**src/hdl/raw_pixel_fetch_unpacker_top_assert.svh**
```systemverilog
// ---------------------------------------------------------------------------
// Assertion macros for the raw pixel fetch unpacker.
// Both forms sample on clk and are disabled while rst is high.
// ---------------------------------------------------------------------------
`ifndef RAW_PIXEL_FETCH_UNPACKER_TOP_ASSERT_SVH
`define RAW_PIXEL_FETCH_UNPACKER_TOP_ASSERT_SVH

// Same-cycle implication.
`define RPFU_ASSERT_NOW(lbl, ante, cons, msg) \
  lbl: assert property (@(posedge clk) disable iff (rst) (ante) |-> (cons)) \
    else $error(msg);

// Next-cycle implication.
`define RPFU_ASSERT_NEXT(lbl, ante, cons, msg) \
  lbl: assert property (@(posedge clk) disable iff (rst) (ante) |=> (cons)) \
    else $error(msg);

`endif

```
**src/hdl/rpfu_pkg.sv**
```systemverilog
// ---------------------------------------------------------------------------
// rpfu_pkg
// Shared types and codes of the raw pixel fetch unpacker.
// ---------------------------------------------------------------------------
`default_nettype none

package rpfu_pkg;

  // Full width of a computed byte address: row (32b) plus group offset, no wrap.
  localparam int FULL_W        = 34;
  localparam int DEF_ADDR_BITS = 20;

  // format_class codes
  localparam logic [2:0] FMT_NONE  = 3'd0;
  localparam logic [2:0] FMT_8BIT  = 3'd1;
  localparam logic [2:0] FMT_16LE  = 3'd2;
  localparam logic [2:0] FMT_RAW10 = 3'd3;
  localparam logic [2:0] FMT_RAW12 = 3'd4;
  localparam logic [2:0] FMT_RAW14 = 3'd5;

  // configuration register indexes
  localparam logic [1:0] REG_FORMAT = 2'd0;
  localparam logic [1:0] REG_STRIDE = 2'd1;
  localparam logic [1:0] REG_SHIFT  = 2'd2;

  // transaction modes
  localparam logic MODE_WRITE = 1'b0;
  localparam logic MODE_READ  = 1'b1;

  typedef enum logic [2:0] {
    S_IDLE,
    S_PLAN,
    S_FETCH,
    S_DRAIN,
    S_DONE
  } state_t;

  // Byte fetch plan for one pixel read.
  typedef struct packed {
    logic [FULL_W-1:0] addr0;   // MSB / low byte
    logic [FULL_W-1:0] addr1;   // LSB byte (or high byte for 16-bit)
    logic [FULL_W-1:0] addr2;   // second LSB byte, RAW14 only
    logic [1:0]        nbytes;  // 0 for unsupported format
    logic              miss;    // a needed byte lies beyond the store
  } plan_t;

endpackage

`default_nettype wire

```
**src/hdl/rpfu_unpack.sv**
```systemverilog
// ---------------------------------------------------------------------------
// rpfu_unpack
// Assembles fetched bytes into a pixel value and applies the right shift.
// ---------------------------------------------------------------------------
`default_nettype none

module rpfu_unpack (
  input  wire logic [2:0]  fmt,
  input  wire logic [1:0]  k,
  input  wire logic [7:0]  b0,
  input  wire logic [7:0]  b1,
  input  wire logic [7:0]  b2,
  input  wire logic        miss,
  input  wire logic [3:0]  shift,
  output logic      [15:0] value
);
  import rpfu_pkg::*;

  logic [15:0] raw;
  logic [1:0]  lsb2;
  logic [5:0]  lsb6;

  always_comb begin
    case (k)
      2'd0:    lsb2 = b1[1:0];
      2'd1:    lsb2 = b1[3:2];
      2'd2:    lsb2 = b1[5:4];
      default: lsb2 = b1[7:6];
    endcase
  end

  // b1/b2 are the LSB bytes chosen by the address generator
  always_comb begin
    case (k)
      2'd0:    lsb6 = b1[5:0];
      2'd1:    lsb6 = {b2[3:0], b1[7:6]};
      2'd2:    lsb6 = {b2[1:0], b1[7:4]};
      default: lsb6 = b1[7:2];
    endcase
  end

  always_comb begin
    case (fmt)
      FMT_8BIT:  raw = {8'd0, b0};
      FMT_16LE:  raw = {b1, b0};
      FMT_RAW10: raw = {6'd0, b0, lsb2};
      FMT_RAW12: raw = {4'd0, b0, (k[0] ? b1[7:4] : b1[3:0])};
      FMT_RAW14: raw = {2'd0, b0, lsb6};
      default:   raw = '0;
    endcase
  end

  assign value = miss ? 16'd0 : (raw >> shift);

endmodule

`default_nettype wire

```
**config.mk**
```make
export PLATFORM = sky130hd
export DESIGN_NAME = rpfu_unpack
export DESIGN_NICKNAME = d
export VERILOG_FILES = /design/src/hdl/raw_pixel_fetch_unpacker_top_assert.svh /design/src/hdl/rpfu_pkg.sv /design/src/hdl/rpfu_unpack.sv
export SDC_FILE = /design/constraint.sdc
export NUM_CORES = 1
export LEC_CHECK = 0
export BUFFER_PORTS_ARGS = -buffer_cell sky130_fd_sc_hd__buf_4
export CORE_MARGIN = 4
export CORE_UTILIZATION = 50
export DETAILED_ROUTE_END_ITERATION = 12
export PLACE_DENSITY_LB_ADDON = 0.25
export SYNTH_ARGS = -nofsm -noshare
export SYNTH_HDL_FRONTEND = slang
export SYNTH_SLANG_ARGS = --single-unit
```
**constraint.sdc**
```tcl
create_clock -name vclk -period 2.3
set_input_delay 0 -clock vclk [all_inputs]
set_output_delay 0 -clock vclk [all_outputs]
set_load 0.02 [all_outputs]
```
* Word-level counts from Yosys, hierarchy flattened
Index checks and enable logic that the tools add are counted.
Cells by class: shifts and indexed selects 1, equal/unequal tests 7, add/subtract/negate cells 0, divide/modulo/power cells 0, multipliers 0, bitwise gates (word level) 0, reduce and logical (&&, ||, !) cells 1, magnitude comparators 0, muxes and demuxes 5
Operators with widths (count):
- 16-bit case mux with 5 select lines | 1
- 6-bit case mux with 3 select lines | 1
- 16-bit 2-to-1 mux | 1
- 16-bit by 4-bit >> shifter with 16-bit output | 1
- 3-bit by 2-bit == test with 1-bit output, second input constant | 2
- 3-bit == test, second input constant | 2
- 2-bit case mux with 3 select lines | 1
- 4-bit 2-to-1 mux | 1
- 3-bit by 1-bit == test with 1-bit output, second input constant | 1
- 2-bit by 1-bit == test with 1-bit output, second input constant | 1
- 2-bit == test, second input constant | 1
- 2-bit zero test | 1
Storage, ports and cells: register bits after elaboration 0, bits in latches 0, memories 0, ROM bits 0, bits of input ports 34, memory bits (writable) 0

* Depth between registers and ports, before layout
Gate-level depths: netlist of run 1.
word-level depth 5, gate-level depth with buffers 9, depth with buffers taken out 6

* Worst setup path before layout of run 1
Ideal clock, no wire load.
path type input port to output port, start point input fmt[2], end point output value[2], data arrival time 1920 ps, path slack 380 ps, stages 8, buffers on the path 2, required time 2300 ps, cell sequence buf_6 -> buf_2 -> nor4bb_1 -> nor3_1 -> mux4_2 -> nor2_1 -> a21oi_1 -> o32ai_1
Between the ends: longest elaborated chain between the ends 4
RTL lines:
- start: declaration | line rpfu_unpack.sv:8 | input wire logic [2:0] fmt,
- 3-bit == test (tied with other cells) | line rpfu_unpack.sv:43 | case (fmt)
- 16-bit case mux with 5 select lines * | line rpfu_unpack.sv:43
- 16-bit by 4-bit >> shifter with 16-bit output * | line rpfu_unpack.sv:53 | assign value = miss ? 16'd0 : (raw >> shift);
- 16-bit 2-to-1 mux * | line rpfu_unpack.sv:53
- end: declaration | line rpfu_unpack.sv:15 | output logic [15:0] value
Mark *: on every way between the ends. The rest lies on a longest branch, timed or not.

* Worst setup path in the final report of run 1
start point input k[0], end point output value[0]
Between the ends: longest elaborated chain between the ends 5
RTL lines:
- start: declaration | line rpfu_unpack.sv:9 | input wire logic [1:0] k,
- 2-bit == test (tied with other cells) | line rpfu_unpack.sv:24, rpfu_unpack.sv:34
- 6-bit case mux with 3 select lines / 2-bit case mux with 3 select lines (equally long branches) | line rpfu_unpack.sv:34, rpfu_unpack.sv:24
- 16-bit case mux with 5 select lines * | line rpfu_unpack.sv:43
- 16-bit by 4-bit >> shifter with 16-bit output * | line rpfu_unpack.sv:53
- 16-bit 2-to-1 mux * | line rpfu_unpack.sv:53
Marks and branches as above.

==> flow_summary.json, run 1 <==
{
  "outcome": "finished clean",
  "path_cells": "buf_4 -> mux4_2 -> mux2_2 -> a31oi_1 -> a21oi_1 -> o311ai_0 -> a211oi_1 -> buf_4",
  "ant_nets": 0,
  "fin_crit_sh": 0.916,
  "setup-tns-final_ns": 0,
  "hpwl_mm": 4.09,
  "synth-seq-area-share": 0,
  "fin_cells": 310,
  "num_antenna_cells": 0,
  "endpoint_kind": "output port",
  "drc": 0,
  "vdd_ir_drop_max_uv": 80.8,
  "relSlewSlack": 0.636,
  "rsz0062_at_grt": "no",
  "track_usage": 0.244,
  "grt_pass1_vias": 1783,
  "power.density_nw_per_um2": 201,
  "grt_antenna_before_repair": 0,
  "leakagePower_nw": 0.792,
  "final_layout_size_suffix_gt1_frac": 0.267,
  "crit_fanout": 13,
  "port_buffers": 46,
  "firstDrtPassIters": 5,
  "slowest_stage": "mux4_2",
  "regArea_um2": 0,
  "critPathRequiredTime_ns": 2.30,
  "syn_nets": 275,
  "routed_wl_mm": 5.37,
  "nNetsFinal": 302,
  "synthCells": 241,
  "multiInputGateArea_um2": 1470,
  "fp.dieH_um": 65.3,
  "die_x_um": 65.3,
  "fmax_mhz": 475,
  "grt_pass1_wl_mm": 8.58,
  "core_um2": 3100,
  "grt_start_max_net_pins": 25,
  "place_congestion": 0.895,
  "first_iter_violations": 189,
  "dpl.cell_count": 310,
  "cts_hold_buf": 0,
  "hold_start": "miss",
  "cts.repair.resized": 0,
  "die-area_um2": 4270,
  "crit_start": "k[0]",
  "setup_viol": 0,
  "row_count": 20,
  "synth_warnings": 0,
  "post-route-util": 0.634,
  "max_stage_delay_ns": 0.52,
  "final-hold-violation-count": 0,
  "cts_setup_buffers": 0,
  "fill_cells": 291,
  "syn_area_um2": 1640,
  "gr-total-overflow": 0,
  "n_clock_buffer": 0,
  "seq_cells": 0,
  "criticalPathCategory": "primary input to output port",
  "via_per_inst": 6.73,
  "syn_to_final_growth_pct": 19.8,
  "synthDistinctLibCells": 53,
  "cp_common_cell": "buf_4",
  "start_kind": "primary input",
  "cp.arrival_ns": 2.11,
  "via_count": 2087,
  "wl_per_cell_um": 17.3,
  "worst_pin_slew_ns": 0.543,
  "initial_utilization": 0.529,
  "io_pins": 50,
  "period_minus_slack_ns": 2.11,
  "holdCritPathClass": "primary input to output port",
  "drv_cap": 0,
  "syn_avg_cell_area_um2": 6.82,
  "slew_viol_final": 0
}
-- layout make-up --
cell class | count | share of cell area
inverter | 11 | 0.0210
timing repair buffer | 53 | 0.202
multi-input combinational | 202 | 0.749
tap | 44 | 0.0280
-- per-layer routing --
layer | vias up | share of wire | wire [um] | global-route usage
li1 | 1004 | - | - | -
met5 | - | 0 | 0 | 0
met3 | 10 | 0.10 | 538 | 0.00342
met1 | 955 | 0.43 | 2330 | 0.372
met4 | 0 | 0.015 | 82 | 0.0389
met2 | 118 | 0.45 | 2420 | 0.388
-- power breakdown --
part / internal, mW / switching (mW) / total, mW
Sequential: 0 / 0 / 0
Clock: 0 / 0 / 0
Combinational: 0.173 / 0.222 / 0.395
-- worst max-delay path, delay by kind of cell --
family          cells  cell delay (ns)
compound gates      4             0.95
mux                 2             0.79
buf+inv             2             0.36
-- cell usage after synthesis, drive strengths merged (4+ instances only) --
master | number | area [um^2]
nand3 | 8 | 40.0
o21ai | 11 | 55.1
o32ai | 4 | 35.0
a31oi | 4 | 25.0
a21oi | 11 | 55.1
nor3 | 13 | 65.1
a221oi | 8 | 76.3
mux4 | 4 | 90.1
o31ai | 5 | 37.5
nor2 | 20 | 75.1
mux2i | 16 | 160
clkbuf | 17 | 63.8
a22oi | 5 | 37.5
nor4bb | 4 | 40.0
nand2 | 13 | 48.8
nand2b | 5 | 31.3
nor2b | 9 | 56.3
mux2 | 9 | 113
a211oi | 6 | 45.0
inv | 11 | 41.3
buf | 11 | 63.8
-- logic make-up (layout without fill, tap and decap cells) --
logic type             count (synthesis)  count (layout)  synth area share
AND/OR/NAND/NOR                       89              89             0.295
multiplexers                          29              29             0.221
AO/OA/AOI/OAI                         84              84             0.382
buffers and inverters                 39              64             0.103
-- placed cells by master (no fill, tap or decap), types with 5 or more instances in the layout --
cell type / Yosys / layout
a211oi_1: 6 / 6
a22oi_1: 5 / 5
inv_1: 10 / 10
nor3_1: 13 / 13
nand3_1: 8 / 8
buf_4: 1 / 53
mux2i_1: 16 / 16
nor2b_1: 9 / 9
o21ai_0: 11 / 11
nand2b_1: 5 / 5
mux2_2: 6 / 6
a21oi_1: 11 / 11
nor2_1: 20 / 20
a221oi_1: 7 / 7
nand2_1: 13 / 13
o31ai_1: 5 / 5
-- path summary, 6_finish.rpt --
kind	end	slack [ns]	cells past startpoint
max	value[0]	0.19	8
min	value[5]	0.36	3
-- metrics by stage --
stage	total power, mW	hold WS [ns]	area (um^2)	worst slack, ns
global route	0.430	0.387	1970	0.0314
floorplan	0.263	0.204	1640	0.380
finish	0.395	0.365	1970	0.193
CTS	0.390	0.360	1970	0.190
detailed placement	0.389	0.359	1970	0.221
global placement	0.384	0.357	1970	0.218
Power figures use the tool's default switching activity.
==> run 2, diff against run 1 <==
--- a/config.mk
+++ b/config.mk
@@ -5,6 +5,7 @@
 export SDC_FILE = /design/constraint.sdc
 export NUM_CORES = 1
 export LEC_CHECK = 0
+export ABC_AREA = 1
 export BUFFER_PORTS_ARGS = -buffer_cell sky130_fd_sc_hd__buf_4
 export CORE_MARGIN = 4
 export CORE_UTILIZATION = 50
==> flow_summary.json, run 2 <==
{
  "port_buffers": 46,
  "grt_pass1_wl_mm": 8.29,
  "drv_cap": 0,
  "start_kind": "primary input",
  "track_usage": 0.240,
  "fin_ws_ns": 0.689,
  "leakagePower_nw": 1.00,
  "synth_top_cells_by_area": "nand2_1, nand3_1, nor2_1, a21oi_1, inv_1",
  "synthDistinctLibCells": 30,
  "vdd_ir_drop_max_uv": 112,
  "final_common_cell": "nand2_1",
  "syn_avg_cell_area_um2": 4.71,
  "outcome": "finished clean",
  "fin_crit_sh": 0.700,
  "period_minus_slack_ns": 1.61,
  "ant_nets": 0,
  "seq_cells": 0,
  "cts_setup_buffers": 0,
  "worst_pin_slew_ns": 0.454,
  "via_count": 2231,
  "drc": 0,
  "synth_warnings": 0,
  "grt_pass1_vias": 1895,
  "via_per_inst": 5.71,
  "first_iter_violations": 314,
  "dp_slack_ns": 0.736,
  "firstDrtPassIters": 5,
  "endpoint_kind": "output port",
  "final_layout_size_suffix_gt1_frac": 0.167,
  "layout_common_cells": "nand2_1, nand3_1, buf_4",
  "gr-total-overflow": 0,
  "dpl.cell_count": 391,
  "critPathRequiredTime_ns": 2.30,
  "holdCritPathClass": "primary input to output port",
  "final_area_um2": 1830,
  "syn_to_final_growth_pct": 17.9,
  "relSlewSlack": 0.695,
  "synth_top_cell_by_area": "nand2_1",
  "initial_utilization": 0.543,
  "grt_util_met2": 0.383,
  "fmax_mhz": 621,
  "grt-busiest-layer": "met2",
  "die_x_um": 63.7,
  "fp.dieH_um": 63.7,
  "criticalPathCategory": "primary input to output port",
  "fin_cells": 391,
  "grt_antenna_before_repair": 0,
  "synthCells": 329,
  "io_pins": 50,
  "crit_fanout": 10,
  "core_um2": 2850,
  "cts.repair.resized": 0,
  "routed_wl_mm": 4.92,
  "die-area_um2": 4050,
  "syn_area_um2": 1550,
  "grt_start_max_net_pins": 19,
  "whs_path_depth": 5,
  "synth-seq-area-share": 0,
  "power.density_nw_per_um2": 193,
  "fill_cells": 314,
  "synth.most_common_cell": "nand2_1",
  "setup_viol": 0,
  "final-hold-violation-count": 0,
  "dpl-instance-area_um2": 1830,
  "p_total_mw": 0.353,
  "nNetsFinal": 396,
  "synthTopCellsByCount": "nand2_1, nand3_1, nor2_1, inv_1, a21oi_1",
  "regArea_um2": 0,
  "rsz0062_at_grt": "no",
  "synth.top_cell.area_share": 0.291,
  "slew_viol_final": 0,
  "n_clock_buffer": 0,
  "use_met1": 0.360,
  "row_count": 19,
  "cts_hold_buf": 0,
  "num_antenna_cells": 0,
  "cp.arrival_ns": 1.61,
  "setup-tns-final_ns": 0,
  "globalRouteMet3Util": 0.0142,
  "place_congestion": 0.937,
  "hpwl_mm": 4.01,
  "syn_nets": 363,
  "wl_per_cell_um": 12.6
}
[run 2: changes by cell type in the layout (fill, tap and decap cells not counted), sizes merged, moves of 11 or more]
cell,previous run,this run
inv,11,30
a21oi,11,22
nor3,13,1
nor2,20,40
nand3,8,68
nand2,13,122
nand4,0,12
mux2i,16,0
[run 2: final timing paths]
kind  startpoint  slack, ns  endpoint
max       fmt[2]       0.69  value[0]
min     shift[3]       0.46  value[6]
[run 2: cells by family after synthesis]
family,share of synthesized area
AOI/OAI and AO/OA,0.126
and+or+nand+nor,0.719
buffers and inverters,0.155
[run 2: final cells by class]
| type | instances | area, um^2 | area share |
|---|---|---|---|
| multi-input cells | 281 | 1310 | 0.716 |
| repair buffers | 46 | 345 | 0.189 |
| inverters | 33 | 134 | 0.0733 |
| well taps | 31 | 38.8 | 0.0212 |
[run 2: power by group]
part | internal, mW | switching, mW
sequential | 0 | 0
combinational | 0.129 | 0.223
clock | 0 | 0
[run 2: critical path, stage by stage]
cell	delay (ns)
buf_4	0.17
clkinv_4	0.12
nand3_1	0.24
nor2_1	0.08
a21oi_1	0.18
nand3_1	0.12
nand3_1	0.11
nand3_1	0.12
a21oi_1	0.25
nor2_1	0.07
buf_4	0.16
[run 2: through the flow]
step                hold WS, ns  utilization
floorplan                 0.206            -
global placement          0.446        0.640
detailed placement        0.445        0.640
CTS                       0.449        0.640
global route              0.505        0.640
finish                    0.456        0.640
[run 2: metal layers]
metal,up-vias,part of all wire,wire length [um]
met2,102,0.44,2160
met1,970,0.45,2200
met3,10,0.097,480
li1,1149,-,-
met4,0,0.017,83
met5,-,0,0
